[config.mk]
export PLATFORM = sky130hd
export DESIGN_NAME = round_robin_process_scheduler
export DESIGN_NICKNAME = d
export VERILOG_FILES = /design/src/hw/rtl/rrps_pkg.sv /design/src/hw/rtl/rrps_ram.sv /design/src/hw/rtl/round_robin_process_scheduler.sv
export SDC_FILE = /design/constraint.sdc
export NUM_CORES = 2
export LEC_CHECK = 0
export BUFFER_PORTS_ARGS = -buffer_cell sky130_fd_sc_hd__buf_2
export CORE_ASPECT_RATIO = 1.1
export CORE_MARGIN = 10
export CORE_UTILIZATION = 35
export DETAILED_ROUTE_END_ITERATION = 10
export GPL_TIMING_DRIVEN = 0
export PLACE_DENSITY_LB_ADDON = 0.25
export SYNTH_ARGS = -nofsm -noshare
export SYNTH_HDL_FRONTEND = slang
export SYNTH_SLANG_ARGS = --single-unit
[constraint.sdc]
create_clock -name clk -period 4.7 [get_ports clk]
set_input_delay 1.41 -clock clk [delete_from_list [all_inputs] [get_ports clk]]
set_output_delay 1.41 -clock clk [all_outputs]
set_load 0.03 [all_outputs]
[src/hw/rtl/rrps_pkg.sv]
// Shared types, field codes and constants of the round-robin process scheduler.
package rrps_pkg;

  localparam int TIME_W = 24;
  localparam int VAL_W  = 16;

  typedef logic [TIME_W-1:0] time_t;
  typedef logic [VAL_W-1:0]  val_t;

  // input word modes
  localparam logic [1:0] MODE_LOAD  = 2'd0;
  localparam logic [1:0] MODE_STEP  = 2'd1;
  localparam logic [1:0] MODE_CLEAR = 2'd2;
  localparam logic [1:0] MODE_NOP   = 2'd3;

  // result status codes
  localparam logic [2:0] STAT_LOADED     = 3'd0;
  localparam logic [2:0] STAT_REJECTED   = 3'd1;
  localparam logic [2:0] STAT_DISPATCHED = 3'd2;
  localparam logic [2:0] STAT_ALL_DONE   = 3'd3;
  localparam logic [2:0] STAT_CLEARED    = 3'd4;

  localparam val_t  QUANTUM_RESET = 16'd4;
  localparam time_t TIME_SAT      = 24'hFFFFFF;

endpackage

[src/hw/rtl/rrps_ram.sv]
// Generic single-write, single-read RAM with registered read data.
module rrps_ram #(
  parameter int WIDTH = 16,
  parameter int DEPTH = 16
) (
  input  logic                     clk,
  input  logic                     we,
  input  logic [$clog2(DEPTH)-1:0] waddr,
  input  logic [WIDTH-1:0]         wdata,
  input  logic                     re,
  input  logic [$clog2(DEPTH)-1:0] raddr,
  output logic [WIDTH-1:0]         rdata
);

  logic [WIDTH-1:0] mem [DEPTH];
  logic [WIDTH-1:0] rdata_r;

  always_ff @(posedge clk) begin
    if (we) begin
      mem[waddr] <= wdata;
    end
    if (re) begin
      rdata_r <= mem[raddr];
    end
  end

  assign rdata = rdata_r;

endmodule

[src/hw/rtl/round_robin_process_scheduler.sv]
// Top level of the round-robin process scheduler: sequencer, tables and ready queue.
//
//   channel | ports                          | handshake
//   --------+--------------------------------+-------------------------------------
//   input   | in_mode, in_arrival_time,      | taken when start=1 and busy=0
//           | in_burst_time                  |
//   result  | out_status ... out_waiting_time| out_valid high for one cycle
//   config  | cfg_time_quantum               | written when cfg_valid & cfg_ready
//
// Clear, reject, mode three and a step with all processes done are handled in idle.
// Load: insertion walks up the sorted list, one registered RAM read and one compare
// per later arrival that it shifts; at the list head it writes the slot with no read.
// Step: admission pass (read, compare per entry), queue read, process read, run,
// second pass, result (via S_FIN if it finishes); an idle jump adds a pass.
// Reset clears state but not the RAMs; the receiver cannot stall, busy holds off new words.
module round_robin_process_scheduler
  import rrps_pkg::*;
#(
  parameter int MAX_PROCS = 16
) (
  input  logic        clk,
  input  logic        rst_n,
  // input channel
  input  logic        start,
  output logic        busy,
  input  logic [1:0]  in_mode,
  input  logic [15:0] in_arrival_time,
  input  logic [15:0] in_burst_time,
  // result channel
  output logic        out_valid,
  output logic [2:0]  out_status,
  output logic [3:0]  out_process_index,
  output logic [23:0] out_segment_start,
  output logic [23:0] out_segment_end,
  output logic        out_finished,
  output logic [23:0] out_completion_time,
  output logic [23:0] out_turnaround_time,
  output logic [23:0] out_waiting_time,
  // configuration channel
  input  logic        cfg_valid,
  output logic        cfg_ready,
  input  logic [15:0] cfg_time_quantum
);

  localparam int IW = $clog2(MAX_PROCS);       // process index width
  localparam int CW = $clog2(MAX_PROCS + 1);   // count width
  localparam int SW = VAL_W + IW;              // sorted list entry {arrival, index}
  localparam int PW = 3 * VAL_W;               // process entry {arrival, burst, remaining}

  // sequencer states
  localparam logic [3:0] S_IDLE    = 4'd0;
  localparam logic [3:0] S_INS_RD  = 4'd1;
  localparam logic [3:0] S_INS_CMP = 4'd2;
  localparam logic [3:0] S_ADM_RD  = 4'd3;
  localparam logic [3:0] S_ADM_CMP = 4'd4;
  localparam logic [3:0] S_ADM_END = 4'd5;
  localparam logic [3:0] S_Q_RD    = 4'd6;
  localparam logic [3:0] S_Q_WAIT  = 4'd7;
  localparam logic [3:0] S_P_WAIT  = 4'd8;
  localparam logic [3:0] S_RUN     = 4'd9;
  localparam logic [3:0] S_POST    = 4'd10;
  localparam logic [3:0] S_FIN     = 4'd11;

  // admission pass that is running
  localparam logic [1:0] PH_FIRST = 2'd0;
  localparam logic [1:0] PH_JUMP  = 2'd1;
  localparam logic [1:0] PH_POST  = 2'd2;

  // control state
  logic [3:0]    state_r, state_nxt;
  logic [1:0]    phase_r, phase_nxt;
  val_t          quantum_r, quantum_nxt;
  time_t         time_r, time_nxt;
  logic [CW-1:0] pc_r, pc_nxt;          // processes loaded
  logic [CW-1:0] done_r, done_nxt;      // processes finished
  logic [CW-1:0] ptr_r, ptr_nxt;        // sorted list entries admitted so far
  logic [CW-1:0] qcount_r, qcount_nxt;
  logic [IW-1:0] head_r, head_nxt;
  logic [IW-1:0] tail_r, tail_nxt;
  logic          run_started_r, run_started_nxt;
  logic          out_valid_r, out_valid_nxt;

  // working payload
  logic [CW-1:0] j_r, j_nxt;            // insertion slot
  val_t          new_arr_r, new_arr_nxt;
  val_t          pend_arr_r, pend_arr_nxt;
  logic [IW-1:0] idx_r, idx_nxt;
  val_t          arr_r, arr_nxt;
  val_t          bur_r, bur_nxt;
  val_t          rem_r, rem_nxt;
  val_t          run_r, run_nxt;
  time_t         start_r, start_nxt;
  time_t         tat_r, tat_nxt;

  // result registers
  logic [2:0]    out_status_r, out_status_nxt;
  logic [3:0]    out_index_r, out_index_nxt;
  time_t         out_seg_start_r, out_seg_start_nxt;
  time_t         out_seg_end_r, out_seg_end_nxt;
  logic          out_finished_r, out_finished_nxt;
  time_t         out_compl_r, out_compl_nxt;
  time_t         out_tat_r, out_tat_nxt;
  time_t         out_wt_r, out_wt_nxt;

  // RAM ports
  logic          srt_we, srt_re;
  logic [IW-1:0] srt_waddr, srt_raddr;
  logic [SW-1:0] srt_wdata, srt_rdata;
  logic          prc_we, prc_re;
  logic [IW-1:0] prc_waddr, prc_raddr;
  logic [PW-1:0] prc_wdata, prc_rdata;
  logic          que_we, que_re;
  logic [IW-1:0] que_waddr, que_raddr;
  logic [IW-1:0] que_wdata, que_rdata;

  // decoded read data and shared arithmetic
  val_t          srt_rd_arr;
  logic [IW-1:0] srt_rd_idx;
  val_t          prc_rd_arr, prc_rd_bur, prc_rd_rem;
  val_t          q_eff;
  val_t          run_sel;
  logic [TIME_W:0] time_sum;
  time_t         time_after;
  val_t          rem_left;
  time_t         tat_calc, wt_calc;
  logic [CW-1:0] j_prev;
  logic [CW+3:0] pc_ext;
  logic [IW+3:0] idx_ext;
  logic [IW-1:0] head_inc, tail_inc;

  // sorted list by (arrival, load index): admitted processes always form its prefix
  rrps_ram #(.WIDTH(SW), .DEPTH(MAX_PROCS)) u_sorted (
    .clk   (clk),
    .we    (srt_we),
    .waddr (srt_waddr),
    .wdata (srt_wdata),
    .re    (srt_re),
    .raddr (srt_raddr),
    .rdata (srt_rdata)
  );

  // process table indexed by load order
  rrps_ram #(.WIDTH(PW), .DEPTH(MAX_PROCS)) u_procs (
    .clk   (clk),
    .we    (prc_we),
    .waddr (prc_waddr),
    .wdata (prc_wdata),
    .re    (prc_re),
    .raddr (prc_raddr),
    .rdata (prc_rdata)
  );

  // circular ready queue of process indexes
  rrps_ram #(.WIDTH(IW), .DEPTH(MAX_PROCS)) u_queue (
    .clk   (clk),
    .we    (que_we),
    .waddr (que_waddr),
    .wdata (que_wdata),
    .re    (que_re),
    .raddr (que_raddr),
    .rdata (que_rdata)
  );

  assign srt_rd_arr = srt_rdata[SW-1:IW];
  assign srt_rd_idx = srt_rdata[IW-1:0];
  assign prc_rd_arr = prc_rdata[PW-1:2*VAL_W];
  assign prc_rd_bur = prc_rdata[2*VAL_W-1:VAL_W];
  assign prc_rd_rem = prc_rdata[VAL_W-1:0];

  // a zero quantum runs as one
  assign q_eff   = (quantum_r == '0) ? val_t'(1) : quantum_r;
  assign run_sel = (prc_rd_rem < q_eff) ? prc_rd_rem : q_eff;

  // advance time by the slice, saturating at the top of the time range
  assign time_sum   = (TIME_W+1)'(time_r) + (TIME_W+1)'(run_r);
  assign time_after = time_sum[TIME_W] ? TIME_SAT : time_sum[TIME_W-1:0];
  assign rem_left   = rem_r - run_r;

  assign tat_calc = (time_r >= time_t'(arr_r)) ? time_r - time_t'(arr_r) : '0;
  assign wt_calc  = (tat_r >= time_t'(bur_r)) ? tat_r - time_t'(bur_r) : '0;

  assign j_prev   = j_r - 1'b1;
  assign pc_ext   = {4'd0, pc_r};
  assign idx_ext  = {4'd0, idx_r};
  assign head_inc = (head_r == IW'(MAX_PROCS - 1)) ? '0 : head_r + 1'b1;
  assign tail_inc = (tail_r == IW'(MAX_PROCS - 1)) ? '0 : tail_r + 1'b1;

  always_comb begin
    state_nxt       = state_r;
    phase_nxt       = phase_r;
    quantum_nxt     = quantum_r;
    time_nxt        = time_r;
    pc_nxt          = pc_r;
    done_nxt        = done_r;
    ptr_nxt         = ptr_r;
    qcount_nxt      = qcount_r;
    head_nxt        = head_r;
    tail_nxt        = tail_r;
    run_started_nxt = run_started_r;
    j_nxt           = j_r;
    new_arr_nxt     = new_arr_r;
    pend_arr_nxt    = pend_arr_r;
    idx_nxt         = idx_r;
    arr_nxt         = arr_r;
    bur_nxt         = bur_r;
    rem_nxt         = rem_r;
    run_nxt         = run_r;
    start_nxt       = start_r;
    tat_nxt         = tat_r;

    // result fields mean something only under the strobe; zero them otherwise
    out_valid_nxt     = 1'b0;
    out_status_nxt    = '0;
    out_index_nxt     = '0;
    out_seg_start_nxt = '0;
    out_seg_end_nxt   = '0;
    out_finished_nxt  = 1'b0;
    out_compl_nxt     = '0;
    out_tat_nxt       = '0;
    out_wt_nxt        = '0;

    srt_we    = 1'b0;
    srt_waddr = '0;
    srt_wdata = '0;
    srt_re    = 1'b0;
    srt_raddr = '0;
    prc_we    = 1'b0;
    prc_waddr = '0;
    prc_wdata = '0;
    prc_re    = 1'b0;
    prc_raddr = '0;
    que_we    = 1'b0;
    que_waddr = '0;
    que_wdata = '0;
    que_re    = 1'b0;
    que_raddr = '0;

    if (cfg_valid) begin
      quantum_nxt = cfg_time_quantum;
    end

    unique case (state_r)
      S_IDLE: begin
        if (start) begin
          case (in_mode)
            MODE_LOAD: begin
              if (run_started_r || pc_r >= CW'(MAX_PROCS)) begin
                out_valid_nxt  = 1'b1;
                out_status_nxt = STAT_REJECTED;
              end else begin
                // store the process, then insert it into the sorted list
                prc_we      = 1'b1;
                prc_waddr   = pc_r[IW-1:0];
                prc_wdata   = {in_arrival_time, in_burst_time, in_burst_time};
                new_arr_nxt = in_arrival_time;
                j_nxt       = pc_r;
                state_nxt   = S_INS_RD;
              end
            end
            MODE_STEP: begin
              run_started_nxt = 1'b1;
              if (done_r >= pc_r) begin
                out_valid_nxt  = 1'b1;
                out_status_nxt = STAT_ALL_DONE;
              end else begin
                phase_nxt = PH_FIRST;
                state_nxt = S_ADM_RD;
              end
            end
            MODE_CLEAR: begin
              pc_nxt          = '0;
              done_nxt        = '0;
              ptr_nxt         = '0;
              qcount_nxt      = '0;
              head_nxt        = '0;
              tail_nxt        = '0;
              time_nxt        = '0;
              run_started_nxt = 1'b0;
              out_valid_nxt   = 1'b1;
              out_status_nxt  = STAT_CLEARED;
            end
            default: begin
              // mode three: drop the word
            end
          endcase
        end
      end

      S_INS_RD: begin
        if (j_r == '0) begin
          srt_we         = 1'b1;
          srt_waddr      = '0;
          srt_wdata      = {new_arr_r, pc_r[IW-1:0]};
          out_valid_nxt  = 1'b1;
          out_status_nxt = STAT_LOADED;
          out_index_nxt  = pc_ext[3:0];
          pc_nxt         = pc_r + 1'b1;
          state_nxt      = S_IDLE;
        end else begin
          srt_re    = 1'b1;
          srt_raddr = j_prev[IW-1:0];
          state_nxt = S_INS_CMP;
        end
      end

      S_INS_CMP: begin
        srt_we    = 1'b1;
        srt_waddr = j_r[IW-1:0];
        if (srt_rd_arr > new_arr_r) begin
          // shift the later arrival down one slot and keep walking up
          srt_wdata = srt_rdata;
          j_nxt     = j_prev;
          state_nxt = S_INS_RD;
        end else begin
          // equal arrivals stay in load order
          srt_wdata      = {new_arr_r, pc_r[IW-1:0]};
          out_valid_nxt  = 1'b1;
          out_status_nxt = STAT_LOADED;
          out_index_nxt  = pc_ext[3:0];
          pc_nxt         = pc_r + 1'b1;
          state_nxt      = S_IDLE;
        end
      end

      S_ADM_RD: begin
        if (ptr_r < pc_r) begin
          srt_re    = 1'b1;
          srt_raddr = ptr_r[IW-1:0];
          state_nxt = S_ADM_CMP;
        end else begin
          state_nxt = S_ADM_END;
        end
      end

      S_ADM_CMP: begin
        if (time_t'(srt_rd_arr) <= time_r) begin
          que_we     = 1'b1;
          que_waddr  = tail_r;
          que_wdata  = srt_rd_idx;
          tail_nxt   = tail_inc;
          qcount_nxt = qcount_r + 1'b1;
          ptr_nxt    = ptr_r + 1'b1;
          state_nxt  = S_ADM_RD;
        end else begin
          // hold the earliest pending arrival for an idle jump
          pend_arr_nxt = srt_rd_arr;
          state_nxt    = S_ADM_END;
        end
      end

      S_ADM_END: begin
        case (phase_r)
          PH_FIRST: begin
            if (qcount_r != '0) begin
              state_nxt = S_Q_RD;
            end else if (ptr_r < pc_r) begin
              // queue empty: jump time to the next arrival and admit again
              if (time_t'(pend_arr_r) > time_r) begin
                time_nxt = time_t'(pend_arr_r);
              end
              phase_nxt = PH_JUMP;
              state_nxt = S_ADM_RD;
            end else begin
              out_valid_nxt  = 1'b1;
              out_status_nxt = STAT_ALL_DONE;
              state_nxt      = S_IDLE;
            end
          end
          PH_JUMP: begin
            if (qcount_r != '0) begin
              state_nxt = S_Q_RD;
            end else begin
              out_valid_nxt  = 1'b1;
              out_status_nxt = STAT_ALL_DONE;
              state_nxt      = S_IDLE;
            end
          end
          default: begin
            state_nxt = S_POST;
          end
        endcase
      end

      S_Q_RD: begin
        que_re    = 1'b1;
        que_raddr = head_r;
        state_nxt = S_Q_WAIT;
      end

      S_Q_WAIT: begin
        idx_nxt   = que_rdata;
        prc_re    = 1'b1;
        prc_raddr = que_rdata;
        state_nxt = S_P_WAIT;
      end

      S_P_WAIT: begin
        arr_nxt   = prc_rd_arr;
        bur_nxt   = prc_rd_bur;
        rem_nxt   = prc_rd_rem;
        run_nxt   = run_sel;
        state_nxt = S_RUN;
      end

      S_RUN: begin
        // pop the head, charge the slice and write back what is left
        prc_we     = 1'b1;
        prc_waddr  = idx_r;
        prc_wdata  = {arr_r, bur_r, rem_left};
        rem_nxt    = rem_left;
        start_nxt  = time_r;
        time_nxt   = time_after;
        head_nxt   = head_inc;
        qcount_nxt = qcount_r - 1'b1;
        phase_nxt  = PH_POST;
        state_nxt  = S_ADM_RD;
      end

      S_POST: begin
        if (rem_r != '0) begin
          // preempted: back to the tail behind the new arrivals
          que_we            = 1'b1;
          que_waddr         = tail_r;
          que_wdata         = idx_r;
          tail_nxt          = tail_inc;
          qcount_nxt        = qcount_r + 1'b1;
          out_valid_nxt     = 1'b1;
          out_status_nxt    = STAT_DISPATCHED;
          out_index_nxt     = idx_ext[3:0];
          out_seg_start_nxt = start_r;
          out_seg_end_nxt   = time_r;
          state_nxt         = S_IDLE;
        end else begin
          done_nxt  = done_r + 1'b1;
          tat_nxt   = tat_calc;
          state_nxt = S_FIN;
        end
      end

      S_FIN: begin
        out_valid_nxt     = 1'b1;
        out_status_nxt    = STAT_DISPATCHED;
        out_index_nxt     = idx_ext[3:0];
        out_seg_start_nxt = start_r;
        out_seg_end_nxt   = time_r;
        out_finished_nxt  = 1'b1;
        out_compl_nxt     = time_r;
        out_tat_nxt       = tat_r;
        out_wt_nxt        = wt_calc;
        state_nxt         = S_IDLE;
      end

      default: begin
        state_nxt = S_IDLE;
      end
    endcase
  end

  // control registers
  always_ff @(posedge clk) begin
    if (!rst_n) begin
      state_r       <= S_IDLE;
      phase_r       <= PH_FIRST;
      quantum_r     <= QUANTUM_RESET;
      time_r        <= '0;
      pc_r          <= '0;
      done_r        <= '0;
      ptr_r         <= '0;
      qcount_r      <= '0;
      head_r        <= '0;
      tail_r        <= '0;
      run_started_r <= 1'b0;
      out_valid_r   <= 1'b0;
    end else begin
      state_r       <= state_nxt;
      phase_r       <= phase_nxt;
      quantum_r     <= quantum_nxt;
      time_r        <= time_nxt;
      pc_r          <= pc_nxt;
      done_r        <= done_nxt;
      ptr_r         <= ptr_nxt;
      qcount_r      <= qcount_nxt;
      head_r        <= head_nxt;
      tail_r        <= tail_nxt;
      run_started_r <= run_started_nxt;
      out_valid_r   <= out_valid_nxt;
    end
  end

  // payload registers
  always_ff @(posedge clk) begin
    j_r             <= j_nxt;
    new_arr_r       <= new_arr_nxt;
    pend_arr_r      <= pend_arr_nxt;
    idx_r           <= idx_nxt;
    arr_r           <= arr_nxt;
    bur_r           <= bur_nxt;
    rem_r           <= rem_nxt;
    run_r           <= run_nxt;
    start_r         <= start_nxt;
    tat_r           <= tat_nxt;
    out_status_r    <= out_status_nxt;
    out_index_r     <= out_index_nxt;
    out_seg_start_r <= out_seg_start_nxt;
    out_seg_end_r   <= out_seg_end_nxt;
    out_finished_r  <= out_finished_nxt;
    out_compl_r     <= out_compl_nxt;
    out_tat_r       <= out_tat_nxt;
    out_wt_r        <= out_wt_nxt;
  end

  assign busy                = (state_r != S_IDLE);
  assign cfg_ready           = 1'b1;
  assign out_valid           = out_valid_r;
  assign out_status          = out_status_r;
  assign out_process_index   = out_index_r;
  assign out_segment_start   = out_seg_start_r;
  assign out_segment_end     = out_seg_end_r;
  assign out_finished        = out_finished_r;
  assign out_completion_time = out_compl_r;
  assign out_turnaround_time = out_tat_r;
  assign out_waiting_time    = out_wt_r;

endmodule

Word level (Yosys, flattened, before mapping)
Memories as Yosys holds them, arrays and structs flattened. A register that Yosys moved wholly into a read port is not among the register bits.
Cells that the tools add are included.
{"block": "totals", "ramBits": 1152, "latch_bits": 0, "out_inout_bits": 131, "romBits": 0, "memories": 3, "regBits": 357}
{"block": "op_classes", "muxes": 129, "addsub": 12, "multipliers": 0, "eq_ne": 35, "n_lt_le_gt_ge": 9, "div_mod_pow": 0, "n_reduce_logical": 34, "shifts": 0, "bitwise_logic": 3}
{"memory": "u_procs.mem", "words": 16, "width": 48, "rd": 1, "rd_clocked_by_memory_dff": 1, "wr": 1, "line_no": "rrps_ram.sv:15", "rtl": "logic [WIDTH-1:0] mem [DEPTH];"}
{"memory": "u_sorted.mem", "words": 16, "width": 20, "rd": 1, "rd_clocked_by_memory_dff": 1, "wr": 1, "line_no": "rrps_ram.sv:15"}
{"memory": "u_queue.mem", "words": 16, "width": 4, "rd": 1, "rd_clocked_by_memory_dff": 1, "wr": 1, "line_no": "rrps_ram.sv:15"}
{"cell": "$mux 24", "count": 9}
{"cell": "$mux 48", "count": 3}
{"cell": "$mux 4", "count": 24}
{"cell": "$pmux 24 s2", "count": 2}
{"cell": "$pmux 48 s2", "count": 1}
{"cell": "$pmux 24 s3", "count": 1}
{"cell": "$mux 5", "count": 12}
{"cell": "$pmux 4 s2", "count": 7}
{"cell": "$ge 24x16->1", "count": 2}
{"cell": "$sub 24x16->24", "count": 2}
{"cell": "$pmux 4 s11", "count": 1}
{"cell": "$mux 20", "count": 2}
{"cell": "$pmux 20 s2", "count": 1}
{"cell": "$mux 16", "count": 2}
{"cell": "$pmux 16 s2", "count": 1}
{"cell": "$pmux 5 s2", "count": 3}
{"cell": "$mux 1", "count": 27}
{"cell": "$mux 2", "count": 13}
{"cell": "$add 24x16->25", "count": 1}
{"cell": "$eq 4x4->1 const B", "count": 6}
{"cell": "$gt 16x24->1", "count": 1}
{"cell": "$le 16x24->1", "count": 1}
{"cell": "$ne 2x2->1 const B", "count": 12}
{"cell": "$add 5x1->5 const B", "count": 4}
{"cell": "44 further kinds", "count": 84}

Logic depth before layout (Yosys ltp)
{"block": "logic_depth", "word_depth": 8, "ltp_mapped": 15, "depth_no_buf": 12}

Hierarchy
Synthesis repeated with hierarchy kept, for this count alone.
{"block": "unflattened", "hier_cells": 3832, "hier_area_um2": 64281.7}
{"module": "rrps_ram (u_procs)", "cells_each": 1242, "seq_area_each_um2": 24503.5, "n_inst": 1, "area_each_um2": 30171.4}
{"module": "round_robin_process_scheduler", "cells_each": 1927, "seq_area_each_um2": 8678.3, "n_inst": 1, "area_each_um2": 18672.9}
{"module": "rrps_ram (u_sorted)", "cells_each": 533, "seq_area_each_um2": 10209.8, "n_inst": 1, "area_each_um2": 12731.0}
{"module": "rrps_ram (u_queue)", "cells_each": 130, "seq_area_each_um2": 2042.0, "n_inst": 1, "area_each_um2": 2706.3}

Least setup slack after synthesis
OpenSTA, ideal clock, no wires.
{"block": "synth_timing", "kind": "input -> register", "start": "in start", "end": "mem u_procs.mem[5][0] (netlist bit) (enable)", "stages": 6, "t_arrival_ns": 4.586, "setup_slack_ns": -0.346, "path_cell_list": "clkbuf_1 nand2_1 nor2_1 a32oi_1 a21oi_1 nor2b_1"}
{"block": "synth_between", "elab_chain_cells": 4, "word_cells_on_any_way": 6, "classes_between": "mux (6)"}
{"item": "from (decl)", "line_no": "round_robin_process_scheduler.sv:24", "rtl": "input logic start,"}
{"item": "$mux 1", "line_no": "round_robin_process_scheduler.sv:244", "rtl": "if (start) begin"}
{"item": "$pmux 1 s2", "line_no": "round_robin_process_scheduler.sv:242", "rtl": "unique case (state_r)"}
{"item": "$mux 1", "line_no": "rrps_ram.sv:19", "rtl": "if (we) begin"}
{"item": "$mux 1 (not written as such)", "line_no": "rrps_ram.sv:20", "rtl": "mem[waddr] <= wdata;"}
{"item": "to (decl)", "line_no": "rrps_ram.sv:15"}
Several ways; a longest one is shown, not always the timed one.

Worst setup path in the final report
{"block": "layout_timing", "start": "reg time_r[9]", "end": "mem u_queue.mem[6][2] (netlist bit) (enable)"}
{"block": "layout_between", "elab_chain_cells": 5, "word_cells_on_any_way": 7, "classes_between": "order compare (1); mux (6)"}
{"item": "from (decl)", "line_no": "round_robin_process_scheduler.sv:73", "rtl": "time_t time_r, time_nxt;"}
{"item": "from (signal assigned)", "line_no": "round_robin_process_scheduler.sv:478", "rtl": "time_r <= time_nxt;"}
{"item": "$le 16x24->1 *", "line_no": "round_robin_process_scheduler.sv:336", "rtl": "if (time_t'(srt_rd_arr) <= time_r) begin"}
{"item": "$mux 1", "line_no": "round_robin_process_scheduler.sv:336"}
{"item": "$pmux 1 s2", "line_no": "round_robin_process_scheduler.sv:242"}
{"item": "$mux 1", "line_no": "rrps_ram.sv:19"}
{"item": "$mux 1 (not written as such)", "line_no": "rrps_ram.sv:20"}
{"item": "to (decl)", "line_no": "rrps_ram.sv:15"}
Mark *: on every way between the ends. The rest lies on a longest branch, timed or not.

==> flow_metrics.py <==
metrics = {
    "worst_setup_path": {
        "worstSetupStartpointType": "register",
        "reg2reg_to": "u_queue.mem[6][2]",
        "cp.arrival_ps": 5060,
        "timing_worst_setup_path_type": "register to register",
        "worstPathMaxFanout": 9,
        "reg2regPathDepth": 9,
        "r2r_slack_ps": 60,
        "r2r_start": "time_r[9]",
        "cp-end-kind": "register",
        "required_ps": 5120,
    },
    "die": {
        "die_w_um": 435,
        "core_area_mm2": 0.188,
        "rows": 167,
        "dieArea_mm2": 0.207,
        "die_y_um": 476,
        "ioPinCount": 185,
        "initial_core_util_pct": 35.2,
    },
    "layout": {
        "layout_common_cells": "1,377 x edfxtp_1, 414 x nand2_1, 343 x a21oi_1",
        "synthToLayoutAreaGrowth_pct": 16.4,
        "finalNetCount": 5458,
        "drive_above_1_share_pct": 16.4,
        "fill_cells": 17324,
        "final_common_cell": "edfxtp_1",
    },
    "clocking": {
        "clk_path_buf_depth": 3,
        "cts_buffers": 155,
        "insertion_delay_ps": 810,
        "clk_pin_slew_worst_paths_ps": 70,
        "clock_sinks": 1581,
        "h-tree-depth": 4,
        "cts_tree": "done",
        "cts_root_buf": "clkbuf_16",
    },
    "sta": {
        "min_period_ps": 4640,
        "finalSetupTns_ps": 0,
        "rsz0062_at_grt": "true",
        "fin_crit_sh_pct": 98.6,
        "hold_viol": 0,
        "relSlewSlack_pct": 14.5,
        "finalMaxSlewViolations": 0,
        "worst_pin_slew_ps": 1280,
        "fmax_ghz": 0.216,
        "clock_skew_ps": 31.8,
        "finalSetupViolations": 0,
        "finalHoldWorstSlack_ps": 406,
    },
    "yosys": {
        "synth_nets": 5019,
        "synthCells": 4811,
        "syn-mean-instance-area_um2": 13.8,
        "synth_edf_count": 1377,
        "ys.flop_type": "edfxtp_1",
        "yosys.area.top_type_share_pct": 62.4,
        "syn_area_mm2": 0.0663,
        "yosysSeqAreaShare_pct": 68.5,
        "synth_seq_cells": 1581,
        "synth_warnings": 0,
        "async_flop_share_pct": 0,
        "yosys-top-cells-area": "edfxtp_1 62%, dfxtp_1 6.2%, mux2_2 3.4%",
        "yosys.cell_types.count": 88,
        "yosysTopAreaCell": "edfxtp_1",
    },
    "placement": {
        "dp_hpwl_um": 148000,
        "port-buffer-count": 182,
        "finalWeightedCongestion": 0.887,
    },
    "global_routing": {
        "grt_usage_pct": 19.0,
        "grt_max_degree": 49,
        "antenna_found_initial": 7,
        "grt_pass1_vias": 42195,
        "grt_pass1_wl_um": 295000,
        "gr-total-overflow": 0,
    },
    "drt": {
        "drtIter0Drc": 4443,
        "highest_layer": "met5",
        "met2_length_um": 96700,
        "drtPass1Iterations": 5,
        "drc": 0,
        "wl_um": 204000,
        "vias": 42784,
        "wl_met1_um": 86100,
        "dr_wl_met3_um": 12800,
        "wl_per_cell_um": 25.8,
        "vias_per_cell": 5.41,
        "ant_nets": 0,
    },
    "power": {
        "clockPowerShare_pct": 44.1,
        "p_int_mw": 22.6,
        "switching_share_pct": 20.8,
        "p_leak_nw": 27.2,
        "vdd_drop_max_mv": 0.278,
        "power_density_mw_per_mm2": 370,
        "share_seq_of_total_power_pct": 53.4,
        "combPwrFrac_pct": 2.6,
        "power_switching_mw": 5.94,
    },
    "hold_path": {
        "min_path_type": "register to register",
        "hold_depth": 0,
        "min-delay-start": "u_procs.rdata[16]",
        "whs_endpoint": "bur_r[0]",
    },
    "flow_run": {
        "max-cap-violations": 0,
    },
    "run_status": {
        "outcome": "complete, no violations",
    },
}
==> layer usage <==
metal / vias to the layer above / global-route usage [%]
li1: 19195 / -
met1: 21537 / 25.0
met2: 1681 / 31.4
met3: 367 / 3.10
met4: 4 / 7.55
met5: - / 0
==> power groups by stage <==
stage	combinational (mW)	clock [mW]	sequential, mW
floorplan	0.411	0	15.5
global placement	0.686	0	15.6
detailed placement	0.723	0	15.6
CTS	0.727	12.8	15.2
global route	0.788	13.3	15.2
finish	0.732	12.6	15.3
==> cell families (layout without fill, tap and decap cells) <==
kind of cell             Yosys count  after routing  synth area share (%)
multiplexers                     377            377                  6.98
AND/OR/NAND/NOR                 1183           1183                  8.38
flip-flops                      1581           1581                  68.5
buffers and inverters            411            976                  2.54
XOR/XNOR                          69             69                 0.912
other                              1              5               0.00566
AO/OA/AOI/OAI                   1035           1035                  9.69
adder cells (fa/ha/maj)          154            154                  2.96
==> sequential cells by signal, summed over array words and instances, names as in the netlist, 20 cells and up <==
name / cells
u_procs.rdata: 48
u_procs.mem: 768
start_r: 24
u_queue.mem: 64
out_waiting_time: 24
out_segment_start: 24
tat_r: 24
out_segment_end: 24
out_turnaround_time: 24
u_sorted.mem: 320
u_sorted.rdata: 20
time_r: 24
out_completion_time: 24
==> metrics by stage <==
step	util (%)	worst slack (ps)	instance area, um^2	total power, mW	std cells
2_1_floorplan	-	-244	66300	15.9	4811
3_3_place_gp	37.4	-4170	70400	16.2	7528
3_5_place_dp	38.2	-853	72000	16.3	7624
4_1_cts	40.9	23.8	77100	28.8	7907
5_1_grt	41.0	-81.6	77200	29.4	7912
6_report	41.0	63.7	77200	28.6	7915
==> Yosys cell counts (all sizes together) (52+ instances only) <==
cell / count
edfxtp: 1377
a31oi: 80
clkbuf: 215
nand2: 415
o31ai: 52
a21oi: 346
a221oi: 52
dfxtp: 204
a21o: 56
nor3: 89
mux2i: 126
nand3: 178
nor2: 213
inv: 133
o21ai: 242
mux2: 203
nor2b: 70
buf: 62
ha: 149
==> critical path: stages, from the launching register on <==
cell and delay [ps]:
dfxtp_1 570, inv_1 350, ha_1 380, and3_1 200, a221o_1 290, a221oi_1 400, o221ai_1 470, a21boi_2 570
o21bai_1 380, nor3_1 620
==> worst max-delay path by stage <==
stage | endpoint | cells after the start | start
6_report | u_queue.mem[6][2] | 9 | time_r[9]
5_1_grt | u_queue.mem[8][3] | 9 | time_r[9]
4_1_cts | u_procs.mem[12][21] | 11 | state_r[2]
3_5_place_dp | u_procs.mem[12][19] | 9 | start
3_3_place_gp | u_procs.mem[13][19] | 7 | start
2_1_floorplan | u_procs.mem[14][0] | 6 | start
==> final cells by class <==
type	instances	area [um^2]	share of cell area [%]
clock inverter	89	856	1.11
buffer	277	1190	1.55
sequential	1581	45400	58.9
antenna	4	10.0	0.0130
tap	2535	3170	4.11
multi-input combinational	2819	19400	25.2
inverter	134	503	0.652
clock buffer	194	4260	5.52
timing repair buffer	282	2300	2.99
==> timing repair <==
action	4_1_cts	5_1_grt
pin swaps	0	2
resized for setup	5	8
setup buffers	0	2
endpoints found under the setup margin	210	88
hold buffers	0	0
cloned	0	0
Note: power is estimated with default switching activity, not from simulation.
